File: src/rtl/core/trmz_pkg.sv
// shared types, codes and arithmetic helpers of the triangle rasterizer
package trmz_pkg;

   localparam logic [1:0] REQ_LOAD  = 2'd0;
   localparam logic [1:0] REQ_STEP  = 2'd1;
   localparam logic [1:0] REQ_CLEAR = 2'd2;
   localparam logic [1:0] SLOT_NONE = 2'd3;

   localparam logic CSR_MSAA_ENABLE = 1'b0;

   localparam logic [15:0] DEPTH_FAR = 16'hFFFF;
   localparam int QUEUE_DEPTH = 2;

   typedef enum logic [1:0] {
      OP_LOAD,
      OP_STEP,
      OP_CLEAR
   } op_type;

   typedef struct packed {
      op_type      op;
      logic [1:0]  slot;
      logic [11:0] x;
      logic [11:0] y;
      logic [15:0] z;
      logic [7:0]  red;
      logic [7:0]  green;
      logic [7:0]  blue;
   } cmd_type;

   typedef enum logic [2:0] {
      ST_CLEAR,
      ST_IDLE,
      ST_AREA,
      ST_DIV,
      ST_SAMPLE,
      ST_DRAIN,
      ST_DECIDE
   } state_type;

   function automatic logic signed [26:0] edge_fn(input logic [11:0] ax, input logic [11:0] ay,
                                                  input logic [11:0] bx, input logic [11:0] by,
                                                  input logic [11:0] px, input logic [11:0] py);
      logic signed [12:0] ex, ey, dx, dy;
      logic signed [25:0] m0, m1;
      ex = $signed({1'b0, bx}) - $signed({1'b0, ax});
      ey = $signed({1'b0, by}) - $signed({1'b0, ay});
      dx = $signed({1'b0, px}) - $signed({1'b0, ax});
      dy = $signed({1'b0, py}) - $signed({1'b0, ay});
      m0 = ex * dy;
      m1 = dx * ey;
      return $signed({m0[25], m0}) - $signed({m1[25], m1});
   endfunction

   function automatic logic [11:0] min3(input logic [11:0] a, input logic [11:0] b,
                                        input logic [11:0] c);
      logic [11:0] m;
      m = (a < b) ? a : b;
      return (m < c) ? m : c;
   endfunction

   function automatic logic [11:0] max3(input logic [11:0] a, input logic [11:0] b,
                                        input logic [11:0] c);
      logic [11:0] m;
      m = (a > b) ? a : b;
      return (m > c) ? m : c;
   endfunction

endpackage

File: src/rtl/core/trmz_if.sv
// request and response channel interfaces
interface trmz_req_if;
   logic        valid;
   logic        ready;
   logic [1:0]  req_type;
   logic [1:0]  vertex_slot;
   logic [11:0] vertex_x;
   logic [11:0] vertex_y;
   logic [15:0] vertex_depth;
   logic [7:0]  color_red;
   logic [7:0]  color_green;
   logic [7:0]  color_blue;

   modport source (output valid, req_type, vertex_slot, vertex_x, vertex_y, vertex_depth,
                   color_red, color_green, color_blue, input ready);
   modport sink (input valid, req_type, vertex_slot, vertex_x, vertex_y, vertex_depth,
                 color_red, color_green, color_blue, output ready);
endinterface


File: src/rtl/core/trmz_front.sv
// request intake: decodes requests, drops ignored ones and queues commands
module trmz_front
   import trmz_pkg::*;
(
   input  logic    clock,
   input  logic    reset,
   trmz_req_if.sink req,
   output cmd_type cmd,
   output logic    cmd_valid,
   input  logic    cmd_pop
);

   cmd_type    ent_ff [QUEUE_DEPTH];
   logic       wr_ptr_ff, wr_ptr_in;
   logic       rd_ptr_ff, rd_ptr_in;
   logic [1:0] cnt_ff, cnt_in;
   logic       xfer, useful, push, pop;
   cmd_type    dec;

   assign req.ready = (cnt_ff != 2'(QUEUE_DEPTH));
   assign xfer = req.valid && req.ready;

   always_comb begin
      dec.slot  = req.vertex_slot;
      dec.x     = req.vertex_x;
      dec.y     = req.vertex_y;
      dec.z     = req.vertex_depth;
      dec.red   = req.color_red;
      dec.green = req.color_green;
      dec.blue  = req.color_blue;
      dec.op    = OP_STEP;
      useful    = 1'b0;
      unique case (req.req_type)
         REQ_LOAD: begin
            dec.op = OP_LOAD;
            useful = (req.vertex_slot != SLOT_NONE);
         end
         REQ_STEP: begin
            dec.op = OP_STEP;
            useful = 1'b1;
         end
         REQ_CLEAR: begin
            dec.op = OP_CLEAR;
            useful = 1'b1;
         end
         default: useful = 1'b0;
      endcase
   end

   assign push = xfer && useful;
   assign pop  = cmd_pop && cmd_valid;
   assign cmd_valid = (cnt_ff != 2'd0);
   assign cmd = ent_ff[rd_ptr_ff];

   always_comb begin
      wr_ptr_in = push ? ~wr_ptr_ff : wr_ptr_ff;
      rd_ptr_in = pop ? ~rd_ptr_ff : rd_ptr_ff;
      cnt_in = cnt_ff + {1'b0, push} - {1'b0, pop};
   end

   always_ff @(posedge clock) begin
      if (reset) begin
         wr_ptr_ff <= 1'b0;
         rd_ptr_ff <= 1'b0;
         cnt_ff <= 2'd0;
      end else begin
         wr_ptr_ff <= wr_ptr_in;
         rd_ptr_ff <= rd_ptr_in;
         cnt_ff <= cnt_in;
      end
   end

   always_ff @(posedge clock) begin
      if (push) begin
         ent_ff[wr_ptr_ff] <= dec;
      end
   end

endmodule

File: src/flat_wrapper.sv
// flat-port wrapper written by rule: the top's interface ports become plain ports
module trmz_front_flat import trmz_pkg::*;
  (clock, reset, cmd, cmd_valid, cmd_pop, req_valid, req_req_type, req_vertex_slot, req_vertex_x, req_vertex_y, req_vertex_depth, req_color_red, req_color_green, req_color_blue, req_ready);
  trmz_req_if req_i ();
  input  logic clock;
  input  logic reset;
  output cmd_type cmd;
  output logic cmd_valid;
  input  logic cmd_pop;
  input wire logic [$bits(req_i.valid)-1:0] req_valid;
  input wire logic [$bits(req_i.req_type)-1:0] req_req_type;
  input wire logic [$bits(req_i.vertex_slot)-1:0] req_vertex_slot;
  input wire logic [$bits(req_i.vertex_x)-1:0] req_vertex_x;
  input wire logic [$bits(req_i.vertex_y)-1:0] req_vertex_y;
  input wire logic [$bits(req_i.vertex_depth)-1:0] req_vertex_depth;
  input wire logic [$bits(req_i.color_red)-1:0] req_color_red;
  input wire logic [$bits(req_i.color_green)-1:0] req_color_green;
  input wire logic [$bits(req_i.color_blue)-1:0] req_color_blue;
  output wire logic [$bits(req_i.ready)-1:0] req_ready;
  assign req_i.valid = req_valid;
  assign req_i.req_type = req_req_type;
  assign req_i.vertex_slot = req_vertex_slot;
  assign req_i.vertex_x = req_vertex_x;
  assign req_i.vertex_y = req_vertex_y;
  assign req_i.vertex_depth = req_vertex_depth;
  assign req_i.color_red = req_color_red;
  assign req_i.color_green = req_color_green;
  assign req_i.color_blue = req_color_blue;
  assign req_ready = req_i.ready;
  trmz_front u_core (.clock(clock), .reset(reset), .req(req_i), .cmd(cmd), .cmd_valid(cmd_valid), .cmd_pop(cmd_pop));
endmodule
File: config.mk
export PLATFORM = sky130hd
export DESIGN_NAME = trmz_front_flat
export DESIGN_NICKNAME = d
export VERILOG_FILES = /design/src/rtl/core/trmz_pkg.sv /design/src/rtl/core/trmz_if.sv /design/src/rtl/core/trmz_front.sv /design/src/flat_wrapper.sv
export SDC_FILE = /design/constraint.sdc
export NUM_CORES = 1
export LEC_CHECK = 0
export BUFFER_PORTS_ARGS = -buffer_cell sky130_fd_sc_hd__buf_2
export CAP_MARGIN = 20
export CORE_MARGIN = 4
export CORE_UTILIZATION = 47
export DETAILED_ROUTE_END_ITERATION = 6
export PLACE_DENSITY = 0.83
export SLEW_MARGIN = 30
export SYNTH_ARGS = -nofsm -noshare
export SYNTH_HDL_FRONTEND = slang
export SYNTH_SLANG_ARGS = --single-unit
File: constraint.sdc
create_clock -name clock -period 3.97 [get_ports clock]
set_input_delay 0.1985 -clock clock [delete_from_list [all_inputs] [get_ports clock]]
set_output_delay 0.1985 -clock clock [all_outputs]
set_load 0.02 [all_outputs]
## Yosys cells after proc, flatten, opt, wreduce, memory -nomap -nowiden

Memory sizes are Yosys's and may differ from the RTL's. A register that Yosys moved wholly into a read port is not among the register bits.
Index checks and enable logic that the tools add are counted.

| cells by class | value |
|---|---|
| multiply operators | 0 |
| $lt $le $gt $ge | 0 |
| $add $sub $neg | 2 |
| bitwise operators | 2 |
| reductions and logical operators | 6 |
| divide/modulo/power cells | 0 |
| shifts and indexed selects | 0 |
| equality and inequality tests | 4 |
| muxes and demuxes | 6 |

Operators by type and width:

| operator | number |
|---|---|
| $mux W1 | 4 |
| $ne A2 B2 Y1 const B | 2 |
| $pmux W2 S2 | 1 |
| $logic_and A1 B1 Y1 | 3 |
| $add A2 B1 Y2 | 1 |
| $eq A2 B1 Y1 const B | 1 |
| $eq A2 B2 Y1 const B | 1 |
| $logic_not A2 Y1 | 1 |
| $not A1 Y1 | 2 |
| $pmux W1 S2 | 1 |
| $reduce_bool A2 Y1 | 1 |
| $reduce_or A2 Y1 | 1 |
| $sub A2 B1 Y2 | 1 |

| storage, ports and cells | value |
|---|---|
| output and inout port bits | 70 |
| latch bits | 0 |
| RAM bits | 136 |
| memories | 1 |
| register bits | 4 |
| memory bits (read-only) | 0 |
| bits of input ports | 72 |

Memories:

| memory | depth | bits a word | read ports | clocked after memory_dff | write ports | RTL line | text |
|---|---|---|---|---|---|---|---|
| u_core.ent_ff | 2 | 68 | 1 | 1 | 1 | trmz_front.sv:13 | `cmd_type ent_ff [QUEUE_DEPTH];` |

## Depth between registers and ports, before layout

| depth | value |
|---|---|
| word-level depth | 6 |
| mapped depth | 8 |
| mapped depth without buffers | 8 |

## Worst setup path after synthesis

No wires, ideal clock.

| timing path | value |
|---|---|
| kind | flip-flop to flip-flop |
| start point | register u_core.cnt_ff[0] |
| end point | memory u_core.ent_ff[0][0] in the netlist's numbering, enable pin |
| stages on the path, launching flop included | 4 |
| clock period less this slack | 4.398 ns |
| library setup time | 0.502 ns |
| arrival time | 3.895 ns |
| slack | -0.428 ns |
| cells stage by stage | dfxtp_1 nand2b_1 o2111a_2 nor2b_1 |

| on the way | value |
|---|---|
| word-level cells in the longest chain between the ends | 5 |

Ends and longest elaborated chain:

| item | RTL line | text |
|---|---|---|
| from (decl) | trmz_front.sv:16 | `logic [1:0] cnt_ff, cnt_in;` |
| from (signal assigned) | trmz_front.sv:69 | `cnt_ff <= cnt_in;` |
| $ne A2 B2 Y1 | trmz_front.sv:20 | `assign req.ready = (cnt_ff != 2'(QUEUE_DEPTH));` |
| named net req_ready | flat_wrapper.sv:19 | `output wire logic [$bits(req_i.ready)-1:0] req_ready;` |
| $logic_and A1 B1 Y1 | trmz_front.sv:21 | `assign xfer = req.valid && req.ready;` |
| $logic_and A1 B1 Y1 | trmz_front.sv:50 | `assign push = xfer && useful;` |
| $mux W1 | trmz_front.sv:74 | `if (push) begin` |
| $mux W1 (not written as such) | trmz_front.sv:75 | `ent_ff[wr_ptr_ff] <= dec;` |
| to (decl) | trmz_front.sv:13 |  |

The timed path passes the listed nets, and every way through them passes these cells.

## Worst setup path in the final report

| timing path | value |
|---|---|
| start point | input port req_vertex_slot[0] |
| end point | memory u_core.ent_ff[0][47] in the netlist's numbering, enable pin |

| on the way | value |
|---|---|
| word-level cells in the longest chain between the ends | 5 |

Ends and longest elaborated chain:

| item | RTL line | text |
|---|---|---|
| from (decl) | flat_wrapper.sv:12 | `input wire logic [$bits(req_i.vertex_slot)-1:0] req_vertex_slot;` |
| $ne A2 B2 Y1 | trmz_front.sv:36 | `useful = (req.vertex_slot != SLOT_NONE);` |
| $pmux W1 S2 | trmz_front.sv:33 | `unique case (req.req_type)` |
| $logic_and A1 B1 Y1 | trmz_front.sv:50 |  |
| $mux W1 | trmz_front.sv:74 |  |
| $mux W1 (not written as such) | trmz_front.sv:75 |  |

No other way between the ends.

==> impl_results.md <==
- FP Rows: 38
- Least setup slack across all paths after layout: around 1700 ps
- Cell Area, Synth: between 5000 and 6000 um^2
- Static Leak: 2.82 nW
- Number of global-route vias before repair: roughly 3300
- TritonCTS buffer count: 17
- Ys async rst share: 0%
- Adder-Cell Fraction of Synth Area: 1.18%
- Critical path required time: 4050 ps
- Setup TNS Final: 0 ps
- DRC violation count after routing: 0
- Mapped Cells: approximately 250
- Post-CTS setup buffer count: 0
- Clock insertion delay at the later pin of the skew report: ~410 ps
- Cell with the most instances after synthesis: sky130_fd_sc_hd__edfxtp_1
- Transition at the pin with the smallest max-transition slack: 920 ps
- Fin. Hold Viols: 0
- Total wire length: approximately 10000 um
- Synth Area in Compound Gates: less than 1%
- Count of nets after finishing: between 500 and 600
- Combinational family with the most area after synthesis: multiplexers
- Combined global-route utilization of all metal layers: between 10% and 20%
- Diodes inserted: 0
- Clock Skews: about 14 ps
- Proportion of synthesized area in mux cells: between 10% and 20%
- Worst slew margin: 38.7%
- Non-filler cells, final: 617
- Yosys top cell area share: between 70% and 80%
- # clock sinks: approximately 140
- Worst EP arrival: 2390 ps
- Crit start category: input port
- First-iteration detailed-routing DRC count: 120
- P&R area growth vs syn: 38.9%
- Seq cells post-synth: ~140
- Global-route wire length before repair: about 16000 um
- Antenna viol nets, final: 0
- Final slew viol count: 0
- Worst setup slack before clock tree synthesis: 1490 ps
- Achievable frequency: between 0.4 and 0.5 GHz
- Num ports: approximately 140
- Syn Area/Cell: between 20 and 25 um^2
- Half-perimeter wire length after detailed placement: 5760 um
- Top area cells in the synthesized netlist: sky130_fd_sc_hd__edfxtp_1 77%, sky130_fd_sc_hd__mux2_2 10%, sky130_fd_sc_hd__mux2_4 5.9%, sky130_fd_sc_hd__dfxtp_1 1.9%, sky130_fd_sc_hd__ha_1 1.2%
- Gpl congestion: slightly above 0.7
- Post-cts gate resize count: 0
- Dominant register cell in the synthesized netlist: sky130_fd_sc_hd__edfxtp_1
- Top post-synthesis cells by count: 136 x sky130_fd_sc_hd__edfxtp_1, 48 x sky130_fd_sc_hd__mux2_2, 21 x sky130_fd_sc_hd__mux2_4
- Biggest area consumer among synthesized cells: sky130_fd_sc_hd__edfxtp_1
- Max Root-Sink Buffers: 2
- Peak supply drop: around 0.00044 V
- Number of maximum-capacitance constraint violations: 0
- Filler cells: roughly 730
- Final setup fails: 0
- Core outline area: about 11000 um^2
- Length of the first detailed-routing pass in iterations: 4
- Worst hold path class: input port to flop
- Maximum level of the CTS H-tree: 4
- Unrepaired setup endpoints after global routing: no
- Fraction of final layout cells with drive strength greater than 1: between 50% and 60%
- Post-synthesis share of cell area spent on and, or, nand and nor gates: 1.27%
- Min Clock Period, post-route: 2310 ps
- Largest net degree at the start of global routing: 69
- Number of antenna violations at the first check in global routing: 0
- Result of the run: finished, final reports clean
- Chip Height: 114 um
- Crit end category: flop
- Share of synthesized area occupied by flip-flops and latches: about four fifths
- Starting utilization of the core area: between 40% and 50%
- Synth Area in XOR/XNOR: 0.330%
- Die outline width: 114 um
- Overflow after GRT: 0
- Post-DR vias/cell: ~4.7
- Crit path kind: input port to flop
- Routed vias: just under 3000
- Root buffer selected by CTS: sky130_fd_sc_hd__clkbuf_16
- Share of the clock period used by the worst path: approximately three fifths
- Placed cells: 520
- Total of buffers placed on input and output ports: between 100 and 150
- Yosys warns: 0
- Area of the die: ~13000 um^2
- Library cells used by synthesis: 20
- Total power density per cell area: around 610 nW/um^2
- Clock input transition at the sequential cells of the worst setup and hold paths: ~50 ps
- Number of enable-type register cells in the synthesized netlist: roughly 140
- Routed wirelength normalized by instance count: about 16 um
- Largest fanout on the critical path: 40
- Post-Synthesis Net Count: roughly 320
- CTS tree: built
worst max-delay path, stage by stage:
cell	delay, ps
sky130_fd_sc_hd__dlygate4sd3_1	530
sky130_fd_sc_hd__buf_2	130
sky130_fd_sc_hd__a21boi_0	180
sky130_fd_sc_hd__o2111a_2	260
sky130_fd_sc_hd__nor2b_4	740
sky130_fd_sc_hd__buf_12	320
metrics by stage:
step / hold WS [ps] / power [mW] / cell area (um^2) / util (%)
final: 36.1 / 4.51 / 7370 / 67.4
after global routing: 16.8 / 4.72 / 7370 / 67.4
after global placement: 386 / 3.00 / 6150 / 56.2
after floorplan: 270 / 2.71 / 5310 / -
after CTS: 11.9 / 4.53 / 7350 / 67.2
after detailed placement: 390 / 3.02 / 6150 / 56.2
sequential cells by signal, indices dropped and copies added (netlist names), named ones only:
signal	flops
u_core.rd_ptr_ff	1
u_core.wr_ptr_ff	1
u_core.cnt_ff	2
u_core.ent_ff	136
layout make-up:
cell class	instances	area [um^2]	share of cell area [%]
Timing Repair Buffer	208	1400	18.9
Tap cell	140	175	2.38
Clock buffer	17	425	5.77
Inverter	5	18.8	0.255
Multi-Input combinational cell	92	1040	14.1
Sequential cell	141	4190	56.8
Clock inverter	14	128	1.73
what timing repair did:
item	CTS	global route
endpoints found under the setup margin	0	0
hold buffers	65	0
hold endpoints to repair	130	0
routing by layer:
layer	GRT usage [%]	share of wire [%]
met3	4.70	6.2
met1	17.5	38
met5	0	0
met4	6.65	1.4
met2	29.4	54
cells in the final DEF (no fill, tap or decap), types with 2 or more instances in the layout:
cell type,netlist,routed
sky130_fd_sc_hd__buf_2,4,141
sky130_fd_sc_hd__dlygate4sd3_1,0,65
sky130_fd_sc_hd__buf_12,0,2
sky130_fd_sc_hd__mux2_4,21,21
sky130_fd_sc_hd__dfxtp_1,5,4
sky130_fd_sc_hd__edfxtp_1,136,136
sky130_fd_sc_hd__ha_1,5,5
sky130_fd_sc_hd__mux2_2,48,48
sky130_fd_sc_hd__inv_1,5,5
sky130_fd_sc_hd__clkinv_1,0,5
sky130_fd_sc_hd__nor2_1,5,5
sky130_fd_sc_hd__bufinv_16,0,2
sky130_fd_sc_hd__nor2b_1,3,2
sky130_fd_sc_hd__clkinv_2,0,2
sky130_fd_sc_hd__clkinvlp_4,0,4
sky130_fd_sc_hd__clkbuf_16,0,17
kinds of logic (layout without fill, tap and decap cells):
kind of cell / count (synthesis) / after routing
flops: 141 / 141
mux: 69 / 69
simple gates: 13 / 13
buf+inv: 13 / 244
fa+ha+maj: 5 / 5
compound gates: 3 / 3
xor+xnor: 2 / 2
report_power, final:
group,total [mW],switching (mW),leakage [nW],internal [mW]
sequential,1.88,0.0938,1.29,1.79
clock,1.47,0.560,0.259,0.907
combinational,1.16,0.621,1.28,0.543
total,4.51,1.28,2.82,3.24
path summary, 6_finish.rpt:
path                                                    start  depth (start not counted)  slack, ps                              to
worst max register to register    u_core.cnt_ff[0]$_SDFF_PP0_                          4       1800  u_core.ent_ff[0][47]$_DFFE_PP_
worst min-delay path                                    reset                          2         40                            flop
worst max-delay path                       req_vertex_slot[0]                          6       1660  u_core.ent_ff[0][47]$_DFFE_PP_
worst min register to register  u_core.rd_ptr_ff$_SDFFE_PP0P_                          2        520   u_core.rd_ptr_ff$_SDFFE_PP0P_
Note: power is estimated with default switching activity, not from simulation.
